===== config.mk =====
export PLATFORM = sky130hd
export DESIGN_NAME = websocket_frame_deframer
export DESIGN_NICKNAME = d
export VERILOG_FILES = /design/src/rtl/wfd_pkg.sv /design/src/rtl/wfd_parser.sv /design/src/rtl/wfd_queue.sv /design/src/rtl/wfd_emitter.sv /design/src/rtl/websocket_frame_deframer.sv
export SDC_FILE = /design/constraint.sdc
export NUM_CORES = 1
export LEC_CHECK = 0
export ABC_AREA = 0
export BUFFER_PORTS_ARGS = -buffer_cell sky130_fd_sc_hd__buf_2
export CAP_MARGIN = 20
export CORE_ASPECT_RATIO = 0.75
export CORE_MARGIN = 5
export CORE_UTILIZATION = 45
export DETAILED_ROUTE_END_ITERATION = 8
export PLACE_DENSITY = 0.62
export SYNTH_ARGS = -nofsm -noshare
export SYNTH_HDL_FRONTEND = slang
export SYNTH_SLANG_ARGS = --single-unit

===== constraint.sdc =====
create_clock -name clk -period 10.35 [get_ports clk]
set_input_delay 1.035 -clock clk [delete_from_list [all_inputs] [get_ports clk]]
set_output_delay 1.035 -clock clk [all_outputs]
set_load 0.02 [all_outputs]

===== src/rtl/wfd_pkg.sv =====
// shared types and constants for the websocket frame deframer
// no dependencies; imported by every module of the block
package wfd_pkg;

	localparam int QUEUE_DEPTH = 4;

	localparam logic [15:0] MAX_PAYLOAD_RST = 16'hFFFF;

	// opcodes the parser lets through
	localparam logic [3:0] OP_CONT  = 4'h0;
	localparam logic [3:0] OP_TEXT  = 4'h1;
	localparam logic [3:0] OP_BIN   = 4'h2;
	localparam logic [3:0] OP_CLOSE = 4'h8;

	// 7-bit length codes
	localparam logic [6:0] LEN7_MAX  = 7'd125;
	localparam logic [6:0] LEN7_EXT2 = 7'd126;

	// byte counts for header fields; an 8-byte length wraps to zero in three bits
	localparam logic [2:0] EXT2_CNT = 3'd2;
	localparam logic [2:0] EXT8_CNT = 3'd0;
	localparam logic [2:0] KEY_CNT  = 3'd4;

	typedef enum logic [1:0] {
		KIND_DATA  = 2'd0,
		KIND_EMPTY = 2'd1,
		KIND_BADOP = 2'd2,
		KIND_LEN   = 2'd3
	} kind_t;

	typedef enum logic [5:0] {
		PH_HDR1 = 6'b000001,
		PH_HDR2 = 6'b000010,
		PH_EXT  = 6'b000100,
		PH_KEY  = 6'b001000,
		PH_DATA = 6'b010000,
		PH_ERR  = 6'b100000
	} phase_t;

	// one classified result on its way to the back end
	typedef struct packed {
		kind_t      kind;
		logic [7:0] raw;
		logic [7:0] key;
		logic [3:0] opcode;
		logic       last;
	} cmd_t;

endpackage


===== src/rtl/wfd_parser.sv =====
// front end: frame header parser, turns each accepted byte into at most one command
// depends on wfd_pkg
module wfd_parser (
	input  logic          clk,
	input  logic          arst_n,
	input  logic          cfg_we,
	input  logic [15:0]   cfg_wdata,
	input  logic          in_valid,
	output logic          in_ready,
	input  logic [7:0]    in_byte,
	input  logic          q_full,
	output logic          q_push,
	output wfd_pkg::cmd_t q_cmd
);
	import wfd_pkg::*;

	phase_t      phase_q, phase_d;
	logic [3:0]  opcode_q, opcode_d;
	logic        masked_q, masked_d;
	logic [2:0]  count_q, count_d;
	logic [15:0] len_q, len_d;
	logic        ovf_q, ovf_d;
	logic [31:0] key_q, key_d;
	logic [15:0] left_q, left_d;
	logic [1:0]  idx_q, idx_d;
	logic [15:0] max_q;

	logic        take;
	logic        push;
	cmd_t        cmd;
	logic [15:0] len_n;
	logic        ovf_n;
	logic        masked_n;
	logic        len_end;
	logic        hdr_end;
	logic [15:0] pay_len;
	logic [2:0]  count_m1;
	logic [15:0] left_m1;
	logic [7:0]  key_byte;

	// error phase drains input without needing queue room
	assign in_ready = !q_full || (phase_q == PH_ERR);
	assign take     = in_valid && in_ready;
	assign count_m1 = count_q - 3'd1;
	assign left_m1  = left_q - 16'd1;

	always_comb begin
		case (idx_q)
			2'd0:    key_byte = key_q[31:24];
			2'd1:    key_byte = key_q[23:16];
			2'd2:    key_byte = key_q[15:8];
			default: key_byte = key_q[7:0];
		endcase
	end

	always_comb begin
		phase_d  = phase_q;
		opcode_d = opcode_q;
		masked_d = masked_q;
		count_d  = count_q;
		len_d    = len_q;
		ovf_d    = ovf_q;
		key_d    = key_q;
		left_d   = left_q;
		idx_d    = idx_q;
		push     = 1'b0;
		cmd      = '{kind: KIND_DATA, raw: 8'd0, key: 8'd0, opcode: opcode_q, last: 1'b1};
		len_n    = len_q;
		ovf_n    = ovf_q;
		masked_n = masked_q;
		len_end  = 1'b0;
		hdr_end  = 1'b0;
		pay_len  = len_q;

		case (phase_q)
			PH_HDR1: begin
				if (in_byte[3:0] inside {OP_CONT, OP_TEXT, OP_BIN, OP_CLOSE}) begin
					opcode_d = in_byte[3:0];
					phase_d  = PH_HDR2;
				end else begin
					phase_d    = PH_ERR;
					push       = 1'b1;
					cmd.kind   = KIND_BADOP;
					cmd.opcode = in_byte[3:0];
				end
			end
			PH_HDR2: begin
				masked_n = in_byte[7];
				masked_d = in_byte[7];
				ovf_n    = 1'b0;
				ovf_d    = 1'b0;
				if (in_byte[6:0] <= LEN7_MAX) begin
					len_n   = {9'd0, in_byte[6:0]};
					len_d   = len_n;
					len_end = 1'b1;
				end else begin
					len_d   = 16'd0;
					count_d = (in_byte[6:0] == LEN7_EXT2) ? EXT2_CNT : EXT8_CNT;
					phase_d = PH_EXT;
				end
			end
			PH_EXT: begin
				ovf_n   = ovf_q || (len_q[15:8] != 8'd0);
				len_n   = {len_q[7:0], in_byte};
				ovf_d   = ovf_n;
				len_d   = len_n;
				count_d = count_m1;
				len_end = (count_m1 == 3'd0);
			end
			PH_KEY: begin
				key_d   = {key_q[23:0], in_byte};
				count_d = count_m1;
				hdr_end = (count_m1 == 3'd0);
			end
			PH_DATA: begin
				push     = 1'b1;
				cmd.raw  = in_byte;
				cmd.key  = masked_q ? key_byte : 8'd0;
				cmd.last = (left_m1 == 16'd0);
				idx_d    = idx_q + 2'd1;
				left_d   = left_m1;
				if (left_m1 == 16'd0) begin
					phase_d = PH_HDR1;
				end
			end
			default: begin
				phase_d = PH_ERR;
			end
		endcase

		// length field complete: range check, then mask key or payload
		if (len_end) begin
			if (ovf_n || (len_n > max_q)) begin
				phase_d  = PH_ERR;
				push     = 1'b1;
				cmd.kind = KIND_LEN;
			end else if (masked_n) begin
				key_d   = 32'd0;
				count_d = KEY_CNT;
				phase_d = PH_KEY;
			end else begin
				key_d   = 32'd0;
				hdr_end = 1'b1;
				pay_len = len_n;
			end
		end

		// header complete: start payload or report an empty frame
		if (hdr_end) begin
			idx_d  = 2'd0;
			left_d = pay_len;
			if (pay_len == 16'd0) begin
				phase_d  = PH_HDR1;
				push     = 1'b1;
				cmd.kind = KIND_EMPTY;
			end else begin
				phase_d = PH_DATA;
			end
		end
	end

	assign q_push = take && push;
	assign q_cmd  = cmd;

	always_ff @(posedge clk or negedge arst_n) begin
		if (!arst_n) begin
			phase_q  <= PH_HDR1;
			opcode_q <= 4'd0;
			masked_q <= 1'b0;
			count_q  <= 3'd0;
			len_q    <= 16'd0;
			ovf_q    <= 1'b0;
			key_q    <= 32'd0;
			left_q   <= 16'd0;
			idx_q    <= 2'd0;
		end else if (take) begin
			phase_q  <= phase_d;
			opcode_q <= opcode_d;
			masked_q <= masked_d;
			count_q  <= count_d;
			len_q    <= len_d;
			ovf_q    <= ovf_d;
			key_q    <= key_d;
			left_q   <= left_d;
			idx_q    <= idx_d;
		end
	end

	always_ff @(posedge clk or negedge arst_n) begin
		if (!arst_n) begin
			max_q <= MAX_PAYLOAD_RST;
		end else if (cfg_we) begin
			max_q <= cfg_wdata;
		end
	end

endmodule


===== src/rtl/wfd_queue.sv =====
// command queue between parser and output stage, a small circular buffer
// depends on wfd_pkg
module wfd_queue #(
	parameter int DEPTH = wfd_pkg::QUEUE_DEPTH
) (
	input  logic          clk,
	input  logic          arst_n,
	input  logic          push,
	input  wfd_pkg::cmd_t push_cmd,
	output logic          full,
	input  logic          pop,
	output logic          valid,
	output wfd_pkg::cmd_t head_cmd
);
	import wfd_pkg::*;

	localparam int PTR_W = (DEPTH > 1) ? $clog2(DEPTH) : 1;
	localparam int CNT_W = $clog2(DEPTH + 1);

	cmd_t             buf_q [DEPTH];
	logic [PTR_W-1:0] wr_ptr_q;
	logic [PTR_W-1:0] rd_ptr_q;
	logic [CNT_W-1:0] count_q;
	logic             do_push;
	logic             do_pop;

	assign full     = (count_q == CNT_W'(DEPTH));
	assign valid    = (count_q != '0);
	assign head_cmd = buf_q[rd_ptr_q];
	assign do_push  = push && !full;
	assign do_pop   = pop && valid;

	always_ff @(posedge clk) begin
		if (do_push) begin
			buf_q[wr_ptr_q] <= push_cmd;
		end
	end

	always_ff @(posedge clk or negedge arst_n) begin
		if (!arst_n) begin
			wr_ptr_q <= '0;
			rd_ptr_q <= '0;
			count_q  <= '0;
		end else begin
			if (do_push) begin
				wr_ptr_q <= (wr_ptr_q == PTR_W'(DEPTH - 1)) ? '0 : wr_ptr_q + PTR_W'(1);
			end
			if (do_pop) begin
				rd_ptr_q <= (rd_ptr_q == PTR_W'(DEPTH - 1)) ? '0 : rd_ptr_q + PTR_W'(1);
			end
			if (do_push && !do_pop) begin
				count_q <= count_q + CNT_W'(1);
			end else if (do_pop && !do_push) begin
				count_q <= count_q - CNT_W'(1);
			end
		end
	end

endmodule


===== src/rtl/wfd_emitter.sv =====
// back end: unmasks payload bytes and holds the result in the output register
// depends on wfd_pkg
module wfd_emitter (
	input  logic          clk,
	input  logic          arst_n,
	input  logic          q_valid,
	input  wfd_pkg::cmd_t q_cmd,
	output logic          q_pop,
	output logic          out_valid,
	input  logic          out_ready,
	output logic [7:0]    out_data,
	output logic [5:0]    out_user,
	output logic          out_last
);
	import wfd_pkg::*;

	logic       valid_q;
	logic [7:0] data_q;
	logic [5:0] user_q;
	logic       last_q;

	// refill whenever the register is empty or being drained this cycle
	assign q_pop = q_valid && (!valid_q || out_ready);

	always_ff @(posedge clk or negedge arst_n) begin
		if (!arst_n) begin
			valid_q <= 1'b0;
		end else if (!valid_q || out_ready) begin
			valid_q <= q_valid;
		end
	end

	always_ff @(posedge clk) begin
		if (q_pop) begin
			data_q <= q_cmd.raw ^ q_cmd.key;
			user_q <= {q_cmd.opcode, q_cmd.kind};
			last_q <= q_cmd.last;
		end
	end

	assign out_valid = valid_q;
	assign out_data  = data_q;
	assign out_user  = user_q;
	assign out_last  = last_q;

endmodule


===== src/rtl/websocket_frame_deframer.sv =====
// top level of the websocket frame deframer: parser, command queue, output stage
// depends on wfd_pkg, wfd_parser, wfd_queue, wfd_emitter
//
//  channel   direction  handshake                     payload
//  s_axis    in         s_axis_tvalid/s_axis_tready   tdata: received byte
//  m_axis    out        m_axis_tvalid/m_axis_tready   tdata, tuser, tlast
//  cfg       in         cfg_we                        cfg_wdata: max payload length
//
// one byte per cycle in while the queue has room, at most one result per cycle
// out; a byte that makes a result needs one queue slot; the result is written
// into the queue, then into the output register, and tvalid rises after that
// arst_n clears the parser to the first header byte and max payload to 65535
// the parser stalls only when the queue is full; after an error input is
// drained with tready high and no results until reset
module websocket_frame_deframer #(
	parameter int QUEUE_DEPTH = wfd_pkg::QUEUE_DEPTH
) (
	input  logic        clk,
	input  logic        arst_n,
	input  logic        cfg_we,
	input  logic [15:0] cfg_wdata,
	input  logic        s_axis_tvalid,
	output logic        s_axis_tready,
	input  logic [7:0]  s_axis_tdata,   // [7:0] in_byte
	output logic        m_axis_tvalid,
	input  logic        m_axis_tready,
	output logic [7:0]  m_axis_tdata,   // [7:0] out_byte
	output logic [5:0]  m_axis_tuser,   // [1:0] result_kind, [5:2] frame_opcode
	output logic        m_axis_tlast
);
	import wfd_pkg::*;

	logic q_push;
	cmd_t q_in;
	logic q_full;
	logic q_pop;
	logic q_valid;
	cmd_t q_head;

	wfd_parser u_parser (
		.clk       (clk),
		.arst_n    (arst_n),
		.cfg_we    (cfg_we),
		.cfg_wdata (cfg_wdata),
		.in_valid  (s_axis_tvalid),
		.in_ready  (s_axis_tready),
		.in_byte   (s_axis_tdata),
		.q_full    (q_full),
		.q_push    (q_push),
		.q_cmd     (q_in)
	);

	wfd_queue #(
		.DEPTH (QUEUE_DEPTH)
	) u_queue (
		.clk      (clk),
		.arst_n   (arst_n),
		.push     (q_push),
		.push_cmd (q_in),
		.full     (q_full),
		.pop      (q_pop),
		.valid    (q_valid),
		.head_cmd (q_head)
	);

	wfd_emitter u_emitter (
		.clk       (clk),
		.arst_n    (arst_n),
		.q_valid   (q_valid),
		.q_cmd     (q_head),
		.q_pop     (q_pop),
		.out_valid (m_axis_tvalid),
		.out_ready (m_axis_tready),
		.out_data  (m_axis_tdata),
		.out_user  (m_axis_tuser),
		.out_last  (m_axis_tlast)
	);

endmodule


# Yosys cells after proc, flatten, opt, wreduce, memory -nomap -nowiden
# Memory sizes are Yosys's and may differ from the RTL's.
# Cells that the tools add are included.
# Widths: inputs -> output; s select.
# totals
output_inout_bits,17
register_bits,120
mem_count,1
ram_bits,92
input_bits,29
# classes
reduce_logical,30
order_cmp,2
add_sub_neg,7
muxes,61
eq_ne,15
bitwise_logic,1
# mem_list
memory,depth,width,read_ports,rd_clocked_by_memory_dff,write_ports,line,rtl
u_queue.buf_q,4,23,1,0,1,wfd_queue.sv:20,cmd_t buf_q [DEPTH];
# op_table
operator,n
$mux 16,7
$mux 32,3
$pmux 16 s2,2
$mux 6,7
$logic_not 16->1,2
$pmux 6 s4,1
$pmux 8 s3,1
$mux 2,11
$mux 3,6
$gt 16x16->1,1
$sub 16x1->16 const B,1
$mux 1,14
$mux 4,2
$mux 8,1
$reduce_bool 8->1,1
$xor 8x8->8,1
$eq 7x7->1 const B,1
$le 7x7->1 const B,1
$logic_and 1x1->1,7
$mux 7,1
$add 2x1->2 const B,3
$eq 2x2->1 const B,3
$eq 6x1->1 const B,1
$eq 6x2->1 const B,1
other kinds (25),37

# Logic depth before layout (Yosys ltp)
# logic_depth
depth_word,16
depth_mapped,20
mapped_depth_nobuf,18

# Cells and area by module
# Synthesis repeated with hierarchy kept, for this count alone.
# unflattened
hier_cells,905
area_unflattened_um2,10418.7
# by_module_without_submodules
module,cells_per_inst,seq_area_each_um2,n_inst,area_each_um2
wfd_parser,720,2448.6,1,6047.0
wfd_queue,158,2937.8,1,3807.4
wfd_emitter,27,475.5,1,564.3

# Worst setup path before layout
# OpenSTA, ideal clock, no wires.
# synth_path
path_kind,input port to flip-flop
from,in s_axis_tdata[2]
to,reg u_queue.count_q[2]
setup_time_ps,79
path_slack_ps,5115
arrival_time_ps,5156
stages,20
path_cell_list,clkbuf_1 -> nand4_1 -> or4_4 -> buf_6 -> nand2_1 -> a22o_1 -> ha_1 -> a21o_1 -> a221o_1 -> a21oi_1 -> nand4_1 -> a21o_1 -> o2bb2a_4 -> a31oi_4 -> ha_1 -> inv_1 -> fa_1 -> xor2_1 -> nor2_1 -> xor2_1
# synth_between
elab_chain_len,15
word_cells_on_any_way,31
# synth_lines
element,line,rtl
start: declaration,websocket_frame_deframer.sv:24,"input logic [7:0] s_axis_tdata,"
$le 7x7->1,wfd_parser.sv:92,if (in_byte[6:0] <= LEN7_MAX) begin
$mux 16,wfd_parser.sv:92,
$pmux 16 s2,wfd_parser.sv:75,case (phase_q)
$gt 16x16->1,wfd_parser.sv:133,if (ovf_n || (len_n > max_q)) begin
$logic_or 1x1->1,wfd_parser.sv:133,
$mux 16,wfd_parser.sv:133,
$mux 16,wfd_parser.sv:132,if (len_end) begin
$logic_not 16->1,wfd_parser.sv:152,if (pay_len == 16'd0) begin
$mux 1,wfd_parser.sv:152,
$mux 1 *,wfd_parser.sv:149,if (hdr_end) begin
$logic_and 1x1->1 *,wfd_parser.sv:162,assign q_push = take && push;
$logic_and 1x1->1 *,wfd_queue.sv:30,assign do_push = push && !full;
named net u_queue.do_push,wfd_queue.sv:24,logic do_push;
$logic_not 1->1,wfd_queue.sv:53,end else if (do_pop && !do_push) begin
$logic_and 1x1->1,wfd_queue.sv:53,
$reduce_bool 2->1 (no line),-,
end signal: assignment,wfd_queue.sv:52,count_q <= count_q + CNT_W'(1);
end signal: assignment,wfd_queue.sv:54,count_q <= count_q - CNT_W'(1);
end: declaration,wfd_queue.sv:23,logic [CNT_W-1:0] count_q;
# Mark *: on every way through the listed nets, which the timed path passes. The rest lies on a longest branch.
# A chain may end at the register's enable or synchronous reset.

# Worst setup path after layout
# layout_path
from,reg u_parser.phase_q[4]
to,"mem u_queue.buf_q[2][0] (netlist name), enable pin"
# layout_between
elab_chain_len,13
word_cells_on_any_way,31
# layout_lines
element,line,rtl
start: declaration,wfd_parser.sv:17,"phase_t phase_q, phase_d;"
start signal: assignment,wfd_parser.sv:177,phase_q <= phase_d;
$eq 6x3->1 / $eq 6x2->1 (equally long branches),wfd_parser.sv:75,
$pmux 16 s2,wfd_parser.sv:75,
$gt 16x16->1,wfd_parser.sv:133,
$logic_or 1x1->1,wfd_parser.sv:133,
$mux 16,wfd_parser.sv:133,
$mux 16,wfd_parser.sv:132,
$logic_not 16->1,wfd_parser.sv:152,
$mux 1,wfd_parser.sv:152,
$mux 1,wfd_parser.sv:149,
$logic_and 1x1->1 *,wfd_parser.sv:162,
$logic_and 1x1->1 *,wfd_queue.sv:30,
named net u_queue.do_push,wfd_queue.sv:24,
$mux 1 *,wfd_queue.sv:34,if (do_push) begin
$mux 1 (not written as such) *,wfd_queue.sv:35,buf_q[wr_ptr_q] <= push_cmd;
end: declaration,wfd_queue.sv:20,
# Marks and branches as above.

==> impl_metrics.prom <==
# TYPE chip_impl_metric gauge
chip_impl_metric{name="final_cell_area",unit="um2"} 11600
chip_impl_metric{name="core",unit="um2"} 22200
chip_impl_metric{name="placed_cell_area",unit="um2"} 10700
chip_impl_metric{name="grtUsageMet3",unit="%"} 4.33
chip_impl_metric{name="number_of_failing_setup_endpoints_in_the_final_timing_report",unit=""} 0
chip_impl_metric{name="post-route-drc-count",unit=""} 0
chip_impl_metric{name="ys.warnings.count",unit=""} 0
chip_impl_metric{name="synth_edf_count",unit=""} 107
chip_impl_metric{name="finish.cell_count_without_fillers",unit=""} 1251
chip_impl_metric{name="clkSlewWorstSetupHoldPaths",unit="ns"} 0.06
chip_impl_metric{name="multiInputGateArea",unit="um2"} 4080
chip_impl_metric{name="overflow",unit=""} 0
chip_impl_metric{name="clk_path_buf_depth",unit=""} 3
chip_impl_metric{name="crit_required",unit="ns"} 10.49
chip_impl_metric{name="power.density_cell_area",unit="nW/um2"} 183
chip_impl_metric{name="cts.hold.buffers_added",unit=""} 0
chip_impl_info{name="gr-max-usage-layer",value="met1"} 1
chip_impl_metric{name="layout.filler_cells",unit=""} 1946
chip_impl_metric{name="post_synth_inst_count",unit=""} 904
chip_impl_metric{name="worst_slew_pin_slew",unit="ns"} 1.06
chip_impl_metric{name="worst_max_slew_margin_expressed_relative_to_the_limit",unit="%"} 29.0
chip_impl_metric{name="final_layout_size_suffix_gt1_share",unit="%"} 16.2
chip_impl_metric{name="syn_to_final_growth",unit="%"} 13.6
chip_impl_info{name="status",value="completed"} 1
chip_impl_metric{name="irDropWorstVdd",unit="uV"} 93.4
chip_impl_metric{name="grt_start_max_net_pins",unit=""} 55
chip_impl_metric{name="detail_route.wl_per_cell",unit="um"} 19.9
chip_impl_metric{name="gpl.final_weighted_congestion",unit=""} 0.921
chip_impl_metric{name="setup_total_negative_slack",unit="ns"} 0
chip_impl_metric{name="dpl.hpwl",unit="um"} 16800
chip_impl_metric{name="dieHeight",unit="um"} 141
chip_impl_metric{name="fp_rows",unit=""} 47
chip_impl_metric{name="area_taken_by_flip_flops_and_latches",unit="um2"} 5860
chip_impl_metric{name="totalPowerFinal",unit="uW"} 2130
chip_impl_metric{name="initial_antenna_violation_count",unit=""} 1
chip_impl_metric{name="dr_total_vias",unit=""} 7231
chip_impl_metric{name="layout_min_cycle_time",unit="ns"} 5.63
chip_impl_metric{name="clk-insertion-delay-late",unit="ns"} 0.52
chip_impl_metric{name="highest_clock_rate",unit="GHz"} 0.178
chip_impl_metric{name="clkSinkCount",unit=""} 212
chip_impl_metric{name="detail_route.first_pass.iterations",unit=""} 7
chip_impl_metric{name="placed_cells_incl_taps",unit=""} 1205
chip_impl_metric{name="h-tree-depth",unit=""} 1
chip_impl_metric{name="hold_viol",unit=""} 0
chip_impl_metric{name="initialDrtViolationCount",unit=""} 754
chip_impl_metric{name="die_outline_area",unit="um2"} 25900
chip_impl_metric{name="antenna_cells",unit=""} 0
chip_impl_info{name="root_buf_cell",value="sky130_fd_sc_hd__clkbuf_16"} 1
chip_impl_metric{name="grt_use_met2",unit="%"} 27.1
chip_impl_metric{name="number_of_nets_in_the_layout",unit=""} 1000
chip_impl_metric{name="chipWidth",unit="um"} 184
chip_impl_metric{name="power.static_leakage",unit="uW"} 0.00458
chip_impl_info{name="cts_tree",value="yes"} 1
chip_impl_metric{name="final_worst_path_setup_slack",unit="ns"} 4.72
chip_impl_metric{name="area_of_the_mapped_netlist",unit="um2"} 10300
chip_impl_info{name="mostFrequentLayoutCell",value="sky130_fd_sc_hd__edfxtp_1"} 1
chip_impl_metric{name="yosysSeqAreaShare",unit="%"} 57.2
chip_impl_metric{name="routed_wirelength",unit="um"} 24900
chip_impl_metric{name="tritoncts.num_buffers",unit=""} 23
chip_impl_metric{name="syn-num-nets",unit=""} 964
chip_impl_metric{name="first_global_vias",unit=""} 6854
chip_impl_metric{name="antenna_left",unit=""} 0
chip_impl_metric{name="initial_core_utilization",unit="%"} 46.1
chip_impl_metric{name="ioPinCount",unit=""} 46
chip_impl_metric{name="post_cts_resized",unit=""} 0
chip_impl_metric{name="worst-path-max-fanout",unit=""} 23
chip_impl_metric{name="gr_util_met1",unit="%"} 29.3
chip_impl_info{name="final_cell_mix",value="sky130_fd_sc_hd__edfxtp_1 (107), sky130_fd_sc_hd__nand2_1 (103), sky130_fd_sc_hd__dfrtp_1 (88)"} 1
chip_impl_info{name="most_used_flip_flop_cell_after_synthesis",value="sky130_fd_sc_hd__edfxtp_1"} 1
chip_impl_metric{name="async_flop_share",unit="%"} 49.5
chip_impl_metric{name="timing.clock.skew",unit="ns"} 0.0102
chip_impl_info{name="critPathKind",value="flop to flop"} 1
chip_impl_info{name="worstSetupEndpointType",value="flop"} 1
chip_impl_metric{name="maxCapViolCount",unit=""} 0
chip_impl_metric{name="postCtsSetupBuffers",unit=""} 0
chip_impl_metric{name="arrival",unit="ns"} 5.77
chip_impl_metric{name="route.detailed.vias_per_inst",unit=""} 5.78
chip_impl_info{name="start_kind",value="flop"} 1
chip_impl_metric{name="synthesis.area_per_instance",unit="um2"} 11.3
chip_impl_metric{name="yosys.cell_types.count",unit=""} 69
chip_impl_metric{name="fin_crit_sh",unit="%"} 54.4
chip_impl_metric{name="place_ws",unit="ns"} 4.35
chip_impl_info{name="hold_path.class",value="flop to flop"} 1
chip_impl_metric{name="grt_pass1_wl",unit="um"} 39100
chip_impl_info{name="unrepaired_setup_endpoints_after_global_routing",value="no"} 1
chip_impl_metric{name="grt_use_total",unit="%"} 18.9
chip_impl_metric{name="count_of_buffers_inserted_at_the_top_level_ports",unit=""} 45
chip_impl_metric{name="number_of_storage_elements_in_the_synthesis_netlist",unit=""} 212
chip_impl_metric{name="final-max-slew-violation-count",unit=""} 0
[flip-flops by register name, indices dropped and copies added, names as in the netlist, 2 cells and up]
| register | count |
|---|---|
| u_parser.max_q | 16 |
| u_queue.buf_q | 92 |
| u_parser.phase_q | 6 |
| u_queue.rd_ptr_q | 2 |
| u_parser.opcode_q | 4 |
| u_queue.wr_ptr_q | 2 |
| u_emitter.out_data | 8 |
| u_parser.count_q | 3 |
| u_emitter.out_user | 6 |
| u_parser.idx_q | 2 |
| u_parser.len_q | 16 |
| u_parser.left_q | 16 |
| u_queue.count_q | 3 |
| u_parser.key_q | 32 |
[layout make-up]
| cell class | instances | share of cell area (%) |
|---|---|---|
| tap | 294 | 3.16 |
| clock inverter | 15 | 1.99 |
| clock buffer | 27 | 5.07 |
| timing repair buffer | 60 | 3.39 |
| inverter | 33 | 1.06 |
| sequential | 212 | 50.3 |
| multi-input combinational | 610 | 35.0 |
[report_power, final]
group	switching, uW	internal, uW	total, uW
clock	343	540	884
sequential	47.2	942	989
combinational	143	113	256
total	534	1590	2130
[Yosys cell counts, drive strengths merged, types with 3 or more instances]
| master | n | area, um2 |
|---|---|---|
| o22ai | 5 | 31.3 |
| xnor2 | 7 | 61.3 |
| and2 | 18 | 113 |
| a22oi | 3 | 27.5 |
| or2 | 4 | 25.0 |
| buf | 4 | 31.3 |
| o31ai | 3 | 22.5 |
| a21o | 4 | 30.0 |
| clkbuf | 45 | 169 |
| dfrtp | 88 | 2200 |
| a31oi | 4 | 40.0 |
| o311ai | 4 | 35.0 |
| dfstp | 17 | 447 |
| edfxtp | 107 | 3210 |
| a21oi | 84 | 420 |
| a222oi | 8 | 80.1 |
| nor4 | 12 | 81.3 |
| or4 | 4 | 37.5 |
| a2bb2oi | 3 | 26.3 |
| o211ai | 5 | 37.5 |
| nor3 | 16 | 80.1 |
| o21a | 3 | 22.5 |
| nand3b | 3 | 22.5 |
| xor2 | 36 | 315 |
| nor2 | 58 | 218 |
| o21ai | 45 | 225 |
| nor2b | 5 | 31.3 |
| a311oi | 5 | 43.8 |
| nand2 | 103 | 387 |
| inv | 33 | 124 |
| mux4 | 15 | 338 |
| ha | 30 | 375 |
| or3 | 4 | 25.0 |
| nand4 | 11 | 68.8 |
| a211oi | 10 | 75.1 |
| nand3 | 37 | 185 |
| mux2 | 12 | 143 |
| o22a | 3 | 26.3 |
| nor3b | 3 | 22.5 |
| a22o | 19 | 166 |
[per-layer routing]
| metal | part of all wire, % | wire [um] |
|---|---|---|
| met5 | 0.028 | 7 |
| met4 | 2.1 | 510 |
| met3 | 8.5 | 2110 |
| met2 | 42 | 10500 |
| met1 | 47 | 11700 |
[cells by family after synthesis]
family                     after synthesis  synth area share [%]
adders and majority gates               32                  3.95
AOI/OAI and AO/OA                      222                  14.1
xor gates and xnor gates                43                  3.67
DFF                                    212                  57.2
muxes                                   28                  4.78
buffers and inverters                   82                  3.16
and+or+nand+nor                        285                  13.2
[critical path, cell delays in order (launching register included)]
cell                       delay (ns)
sky130_fd_sc_hd__dfrtp_1         0.50
sky130_fd_sc_hd__or4_4           0.61
sky130_fd_sc_hd__or4_4           0.64
sky130_fd_sc_hd__nand2_1         0.35
sky130_fd_sc_hd__a22o_1          0.22
sky130_fd_sc_hd__ha_1            0.25
sky130_fd_sc_hd__a21o_1          0.16
sky130_fd_sc_hd__a221o_1         0.32
sky130_fd_sc_hd__a21oi_1         0.17
sky130_fd_sc_hd__nand4_1         0.20
sky130_fd_sc_hd__a21o_1          0.34
sky130_fd_sc_hd__o2bb2a_4        0.27
sky130_fd_sc_hd__a31oi_4         0.31
sky130_fd_sc_hd__and2_1          0.88
[worst paths after layout]
path,start,end,slack [ns],cells past startpoint
min in group asynchronous,arst_n,u_parser.left_q[0],0.56,1
hold reg to reg,u_parser.ovf_q,u_parser.ovf_q,0.49,2
setup / recovery,u_parser.phase_q[4],u_queue.buf_q[2][0],4.72,13
max in group asynchronous,arst_n,u_parser.opcode_q[0],8.61,2
setup reg to reg,u_parser.phase_q[4],u_queue.buf_q[2][0],4.72,13
hold / removal,u_parser.ovf_q,u_parser.ovf_q,0.49,2
[stage by stage]
| step | hold WS, ns | util, % |
|---|---|---|
| after floorplan | 0.450 | - |
| after global placement | 0.464 | 48.3 |
| after detailed placement | 0.478 | 48.3 |
| after CTS | 0.492 | 52.0 |
| after global routing | 0.520 | 52.4 |
| final | 0.488 | 52.4 |
No activity file was read; power rests on OpenSTA's default activity.
